**src/hdl/tilt_phase_velocity_frame_convert_assert.svh**
```systemverilog
// ----------------------------------------------------------------------------
// Tilt phase velocity frame converter: assertion macros
// Shared concurrent checks used at the end of the top level.
// ----------------------------------------------------------------------------
`ifndef TILT_PHASE_VELOCITY_FRAME_CONVERT_ASSERT_SVH
`define TILT_PHASE_VELOCITY_FRAME_CONVERT_ASSERT_SVH

// an implication checked on every clock edge outside reset
`define TPV_ASSERT_IMPL(label, clk, rst_n, lhs, rhs, msg) \
    label: assert property (@(posedge clk) disable iff (!rst_n) (lhs) |-> (rhs)) \
        else $error(msg);

// an implication whose right side is checked on the next clock edge outside reset
`define TPV_ASSERT_NEXT(label, clk, rst_n, lhs, rhs, msg) \
    label: assert property (@(posedge clk) disable iff (!rst_n) (lhs) |=> (rhs)) \
        else $error(msg);

`endif

```
**src/hdl/tpvfc_pkg.sv**
```systemverilog
// ----------------------------------------------------------------------------
// Tilt phase velocity frame converter: package
// Angle constants, CORDIC arctangent table and angle folding.
// ----------------------------------------------------------------------------
package tpvfc_pkg;

    localparam int TRIG_W    = 32;
    localparam int Z_W       = 34;
    localparam int ATAN_N    = 24;
    localparam logic signed [17:0] PI_Q13      = 18'sd25736;
    localparam logic signed [17:0] HALF_PI_Q13 = 18'sd12868;
    localparam logic signed [17:0] TWO_PI_Q13  = 18'sd51472;
    localparam logic signed [TRIG_W-1:0] CORDIC_GAIN = 32'sh26DD3B6A;

    typedef logic signed [TRIG_W-1:0] t_trig;
    typedef logic signed [Z_W-1:0]    t_zang;

    typedef struct packed {
        t_zang z;
        logic  flip;
    } t_fold;

    function automatic t_trig atan_q30(input int i);
        case (i)
            0:  atan_q30 = 32'sh3243F6A8;
            1:  atan_q30 = 32'sh1DAC6705;
            2:  atan_q30 = 32'sh0FADBAFC;
            3:  atan_q30 = 32'sh07F56EA6;
            4:  atan_q30 = 32'sh03FEAB76;
            5:  atan_q30 = 32'sh01FFD55B;
            6:  atan_q30 = 32'sh00FFFAAA;
            7:  atan_q30 = 32'sh007FFF55;
            8:  atan_q30 = 32'sh003FFFEA;
            9:  atan_q30 = 32'sh001FFFFD;
            10: atan_q30 = 32'sh000FFFFF;
            11: atan_q30 = 32'sh0007FFFF;
            12: atan_q30 = 32'sh0003FFFF;
            13: atan_q30 = 32'sh0001FFFF;
            14: atan_q30 = 32'sh0000FFFF;
            15: atan_q30 = 32'sh00007FFF;
            16: atan_q30 = 32'sh00003FFF;
            17: atan_q30 = 32'sh00001FFF;
            18: atan_q30 = 32'sh00000FFF;
            19: atan_q30 = 32'sh000007FF;
            20: atan_q30 = 32'sh000003FF;
            21: atan_q30 = 32'sh000001FF;
            22: atan_q30 = 32'sh000000FF;
            23: atan_q30 = 32'sh0000007F;
            default: atan_q30 = '0;
        endcase
    endfunction

    // wrap an 18-bit angle sum to [-pi, pi], fold to [-pi/2, pi/2]
    function automatic t_fold fold_angle(input logic signed [17:0] a_in);
        logic signed [17:0] a;
        t_fold r;
        a = a_in;
        if (a > PI_Q13) begin
            a = a - TWO_PI_Q13;
        end else if (a < -PI_Q13) begin
            a = a + TWO_PI_Q13;
        end
        r.flip = 1'b0;
        if (a > HALF_PI_Q13) begin
            a = a - PI_Q13;
            r.flip = 1'b1;
        end else if (a < -HALF_PI_Q13) begin
            a = a + PI_Q13;
            r.flip = 1'b1;
        end
        r.z = t_zang'(a) <<< 17;
        return r;
    endfunction

endpackage

```
**src/hdl/tpvfc_cordic.sv**
```systemverilog
// ----------------------------------------------------------------------------
// Tilt phase velocity frame converter: pipelined CORDIC
// Rotation-mode CORDIC, one register stage per iteration, with stall.
// ----------------------------------------------------------------------------
module tpvfc_cordic
    import tpvfc_pkg::*;
#(
    parameter int STAGES = 16
) (
    input  logic  i_clk,
    input  logic  i_en,
    input  t_zang i_z,
    input  logic  i_flip,
    output t_trig o_sin,
    output t_trig o_cos
);

    localparam int N = (STAGES < ATAN_N) ? STAGES : ATAN_N;

    t_trig r_x [N+1];
    t_trig r_y [N+1];
    t_zang r_z [N+1];
    logic  r_f [N+1];

    always_comb begin
        r_x[0] = CORDIC_GAIN;
        r_y[0] = '0;
        r_z[0] = i_z;
        r_f[0] = i_flip;
    end

    for (genvar g = 0; g < N; g++) begin : g_stage
        t_trig n_x, n_y;
        t_zang n_z;
        always_comb begin
            if (!r_z[g][Z_W-1]) begin
                n_x = r_x[g] - (r_y[g] >>> g);
                n_y = r_y[g] + (r_x[g] >>> g);
                n_z = r_z[g] - t_zang'(atan_q30(g));
            end else begin
                n_x = r_x[g] + (r_y[g] >>> g);
                n_y = r_y[g] - (r_x[g] >>> g);
                n_z = r_z[g] + t_zang'(atan_q30(g));
            end
        end
        always_ff @(posedge i_clk) begin
            if (i_en) begin
                r_x[g+1] <= n_x;
                r_y[g+1] <= n_y;
                r_z[g+1] <= n_z;
                r_f[g+1] <= r_f[g];
            end
        end
    end

    assign o_sin = r_f[N] ? -r_y[N] : r_y[N];
    assign o_cos = r_f[N] ? -r_x[N] : r_x[N];

endmodule

```
**config.mk**
```make
export PLATFORM = sky130hd
export DESIGN_NAME = tpvfc_cordic
export DESIGN_NICKNAME = d
export VERILOG_FILES = /design/src/hdl/tilt_phase_velocity_frame_convert_assert.svh /design/src/hdl/tpvfc_pkg.sv /design/src/hdl/tpvfc_cordic.sv
export SDC_FILE = /design/constraint.sdc
export NUM_CORES = 2
export LEC_CHECK = 0
export BUFFER_PORTS_ARGS = -buffer_cell sky130_fd_sc_hd__buf_4
export CAP_MARGIN = 20
export CORE_MARGIN = 2
export CORE_UTILIZATION = 30
export DETAILED_ROUTE_END_ITERATION = 6
export SYNTH_ARGS = -nofsm -noshare
export SYNTH_HDL_FRONTEND = slang
export SYNTH_SLANG_ARGS = --single-unit
export TNS_END_PERCENT = 1
```
**constraint.sdc**
```tcl
create_clock -name i_clk -period 5.13 [get_ports i_clk]
set_input_delay 0.7695 -clock i_clk [delete_from_list [all_inputs] [get_ports i_clk]]
set_output_delay 0.7695 -clock i_clk [all_outputs]
set_load 0.01 [all_outputs]
```
; ---- Word level (Yosys, flattened, before mapping)
; Index checks and enable logic that the tools add are counted.
[totals]
regBits = 1518
inputBits = 37
out_inout_bits = 64
wordCells = 202
[op_classes]
n_addsub = 92
mux = 48
[op_table]
columns = operator, n
row1 = 32-bit two-way mux, 33
row2 = 34-bit two-way mux, 15
row3 = 32-bit by 17-bit adder with 32-bit output, 2
row4 = 32-bit by 18-bit adder with 32-bit output, 2
row5 = 32-bit by 19-bit adder with 32-bit output, 2
row6 = 32-bit by 20-bit adder with 32-bit output, 2
row7 = 32-bit by 21-bit adder with 32-bit output, 2
row8 = 32-bit by 22-bit adder with 32-bit output, 2
row9 = 32-bit by 23-bit adder with 32-bit output, 2
row10 = 32-bit by 24-bit adder with 32-bit output, 2
row11 = 32-bit by 25-bit adder with 32-bit output, 2
row12 = 32-bit by 26-bit adder with 32-bit output, 2
row13 = 32-bit by 27-bit adder with 32-bit output, 2
row14 = 32-bit by 28-bit adder with 32-bit output, 2
row15 = 32-bit by 29-bit adder with 32-bit output, 2
row16 = 32-bit by 30-bit adder with 32-bit output, 2
row17 = 32-bit negation, 2
row18 = 32-bit by 17-bit subtractor with 32-bit output, 2
row19 = 32-bit by 18-bit subtractor with 32-bit output, 2
row20 = 32-bit by 19-bit subtractor with 32-bit output, 2
row21 = 32-bit by 20-bit subtractor with 32-bit output, 2
row22 = 32-bit by 21-bit subtractor with 32-bit output, 2
row23 = 32-bit by 22-bit subtractor with 32-bit output, 2
row24 = 32-bit by 23-bit subtractor with 32-bit output, 2
row25 = 41 further kinds, 48

; ---- Longest topological paths before layout
[logic_depth]
ltp_word = 2
depth_mapped = 22
depth_no_buf = 22

; ---- Least setup slack after synthesis
; OpenSTA, ideal clock, no wires.
[synth_timing]
path_type = register -> register
from = register r_x[391] in the netlist's numbering
to = register r_y[382] in the netlist's numbering (data pin)
arrival_time_ns = 4.348
required_ns = 4.872
path_slack_ns = 0.524
stages_incl_launch_ff = 19
n_path_buf = 1
period_less_slack_ns = 4.606
path_cell_list = edfxtp_1 > or3_1 > or3b_2 > or3_1 > nor4_1 > a21oi_1 > xnor2_1 > ha_1 > clkbuf_1 > a21o_1 > a21oi_1 > o21ai_0 > a221o_1 > nand3_1 > nand3_1 > o41ai_1 > o21bai_1 > a21oi_1 > xnor2_1
[synth_between]
elab_chain_len = 2
word_cells_on_any_way = 3
classes_between = 2 x add/sub / 1 x mux
[synth_rtl]
columns = element, line_no
row1 = from (decl), tpvfc_cordic.sv:20  ; t_trig r_x [N+1];
row2 = "from (signal, indexed assignment)", tpvfc_cordic.sv:48  ; r_x[g+1] <= n_x;
row3 = 32-bit by 28-bit adder with 32-bit output or 32-bit by 28-bit subtractor with 32-bit output (tied branches), "tpvfc_cordic.sv:38, tpvfc_cordic.sv:42"
row4 = 32-bit two-way mux (*), tpvfc_cordic.sv:36  ; if (!r_z[g][Z_W-1]) begin
row5 = via g_stage[4].n_y[30], tpvfc_cordic.sv:33  ; t_trig n_x, n_y;
row6 = "to (signal, indexed assignment)", tpvfc_cordic.sv:49  ; r_y[g+1] <= n_y;
row7 = to (decl), tpvfc_cordic.sv:21  ; t_trig r_y [N+1];
; Mark *: on every way through the listed nets, which the timed path passes. The rest lies on a longest branch.
; A chain may end at the register's enable or synchronous reset.

; ---- Final worst setup path
[layout_timing]
from = register r_x[4] in the netlist's numbering
to = output port o_cos[29]
[layout_between]
elab_chain_len = 2
[layout_rtl]
columns = element, line_no
row1 = 32-bit negation, tpvfc_cordic.sv:57  ; assign o_cos = r_f[N] ? -r_x[N] : r_x[N];
row2 = 32-bit two-way mux, tpvfc_cordic.sv:57
row3 = to (decl), tpvfc_cordic.sv:15  ; output t_trig o_cos
; Every way passes these cells.

==> summary.txt <==
Run status
  – Result of the run: completed

STA
  – Slew @ Worst Pin: 1.10 ns
  – TNS Setup: 0 ns
  – RSZ-0062 raised after global routing: yes
  – Minimum clock period: 5.02 ns
  – Pins over their slew limit: 0
  – Clock Skews: 0.0898 ns
  – Worst rel slew slack: 0.267
  – Final hold vios: 0
  – # setup viols final: 0
  – Final worst-path setup slack: 0.106 ns
  – Max Clk Rate: 199 MHz
  – Period utilisation layout: 0.979

Cells and area
  – Synth-to-layout area growth: 12.0%
  – Non-filler cells, final: 18500
  – Layout cells sized above 1: 0.0597
  – Final #Nets: 14500
  – Commonest non-fill, non-tap cell in the layout: ha_1
  – Commonest non-fill, non-tap cells in the layout: 1472 x ha_1, 1434 x edfxtp_1, 1385 x a21oi_1, 1206 x xnor2_1, 1056 x nor2_1

Placement
  – Final Wtd Congestion: 0.898
  – Post-placement cell count: 18200
  – PortBufs: 100
  – Place WS: -0.106 ns
  – DP HPWL: 240 mm

Floorplan
  – Initial core utilization: 0.301
  – Die ar.: 0.413 mm^2
  – I/O pin cnt: 101
  – Cell Rows: 234
  – Die Wd: 642 um
  – Core area: 0.406 mm^2
  – Die Ht: 642 um

Synth
  – Async SR Flop Fraction: 0
  – Most used DFF post-synth: edfxtp_1
  – Syn_nets: 14200
  – Post-synthesis register bit count: 1434
  – Count of cell types in the netlist: 88
  – Post-Syn Area: 0.122 mm^2
  – Top post-synthesis cells by area: edfxtp_1 35%, ha_1 15%, xnor2_1 8.6%
  – Synth area leader: edfxtp_1
  – Yosys warns: 0
  – Cell count after synthesis: 12700
  – Sequential share of the synthesized area: 0.352
  – EDFF count, synth: 1434
  – Top cell type's share of synthesized area: 0.352
  – Syn avg cell area: 9.66 um^2

Critical path
  – Reg2reg end: r_y[382]
  – Crit. End Element: output port
  – FF-to-FF setup slack: 0.21 ns
  – Worst Path Arrival: 4.25 ns
  – Crit path launch type: register
  – Worst r2r path cells: 18
  – CP max FO: 5
  – Worst reg2reg startpoint: r_x[391]
  – Worst Path Class, Setup: register to output port
  – Worst Path Required: 4.36 ns

Min path
  – Hold endpoint: r_f[15]
  – Hold path startpoint: i_flip
  – Worst Hold Class: primary input to register
  – Cells on Worst Hold Path: 1

Clock network
  – H-tree levels: 4
  – Insertion delay to the later sink of the worst-skew pair: 0.87 ns
  – Sinks on Clock Net: 1434
  – Bufs on Longest Clock Path: 4
  – Cts bufs inserted: 176
  – Root Buffer: clkbuf_16
  – Postcts setup bufs: 0
  – CTS tree: built
  – Clock transition at the registers of the reported paths: 0.06 ns

Detailed routing
  – DRC viols: 0
  – Routed Antenna Nets: 0
  – DR pass1 iterations: 6
  – Post-Route WL: 301 mm
  – Detailed router's first-iteration violation count: 5093
  – Vias post-DR: 93600
  – Vias/cell: 5.05
  – WL per Instance: 16.2 um

Global route
  – Largest net degree at the start of global routing: 161
  – Vias in the first global route: 91000
  – Initial antenna violation count: 2
  – Tot GR Track Use: 0.140
  – Aggregate global routing overflow: 0
  – First-pass GRT wire length: 481 mm

Flow run
  – # Max-Cap Violations: 0
## how the worst max path moves through the flow
stage                   from   endpoint  slack (ns)  cells after the start
floorplan           r_x[391]   r_y[382]        0.52                     18
global placement    r_y[202]   r_x[189]        0.02                     16
detailed placement  r_y[202]   r_x[189]       -0.11                     16
CTS                   r_x[2]  o_cos[29]       0.004                      9
global route        r_y[424]   r_x[412]       -0.13                     16
finish                r_x[4]  o_cos[29]        0.11                      9
## cells in the mapped netlist, types with 65 or more instances
cell type and n:
ha_1 1473, edfxtp_1 1434, a21oi_1 1388, xnor2_1 1206
nor2_1 1058, a21o_1 678, xor2_1 642, nand2_1 623
o21ai_0 606, inv_1 492, nor3_1 313, nand2b_1 210
nand3_1 210, o21a_1 181, nor2b_1 165, o21bai_1 145
clkbuf_1 144, nand4_1 113, a211oi_1 112, a31oi_1 112
and3_1 106, nor4_1 89, and2_1 81, or3_1 75
o31ai_1 65
## metrics by stage
stage / cell area, um^2 / hold WS [ns] / utilization
2_1_floorplan: 122000 / 0.400 / -
3_3_place_gp: 131000 / 0.402 / 0.323
3_5_place_dp: 131000 / 0.405 / 0.323
4_1_cts: 137000 / 0.0900 / 0.337
5_1_grt: 137000 / 0.0952 / 0.337
6_report: 137000 / 0.165 / 0.337
## logic make-up (layout without fill, tap and decap cells)
kind of cell    after synthesis  count (layout)  synth area share
simple gates               3250            3250             0.129
compound gates             3809            3809             0.197
xor+xnor                   1848            1848             0.132
flops                      1434            1434             0.352
mux                         107             107           0.00934
buf+inv                     684            1141            0.0211
fa+ha+maj                  1517            1517             0.158
other cells                   1               3         0.0000307
## final cells by class
| cell class | count | area [um^2] |
|---|---|---|
| Fill cell | 41500 | 269000 |
| Multi-Input combinational cell | 10500 | 76800 |
| Sequential cell | 1434 | 43100 |
| Tap cell | 5428 | 6790 |
| Clock buffer | 202 | 4540 |
| Timing Repair Buffer | 338 | 2730 |
| Inverter | 497 | 1870 |
| Clock inverter | 104 | 1110 |
| Antenna cell | 2 | 5.00 |
## worst max-delay path, stage by stage (launching register included)
cell and delay [ns]:
edfxtp_1 0.45, or4_4 0.56, or2_1 0.26, or3_4 0.37, or4_4 0.44, or3_4 0.35, or4_4 0.46, o41ai_4 0.23
xnor2_1 0.15, buf_4 0.14
## metal layers
metal / part of all wire / up-vias / track usage
li1: - / 47700 / -
met1: 0.43 / 44000 / 0.164
met2: 0.51 / 1377 / 0.264
met3: 0.028 / 518 / 0.0154
met4: 0.035 / 0 / 0.0464
met5: 0 / - / 0
## sequential cells by signal, summed over array words and instances (netlist names)
register / cells
r_x: 460
r_f: 16
r_z: 477
r_y: 481
## timing repair
action                                  4_1_cts  5_1_grt
gates resized for setup                       2       50
hold endpoints to repair                      3        0
pin swaps                                     0        2
endpoints found under the setup margin        2       42
hold buffers                                  3        0
Power is left out: the tool's default activity adds up to more than one toggle a clock period on the data nets, which glitch-free logic cannot reach.
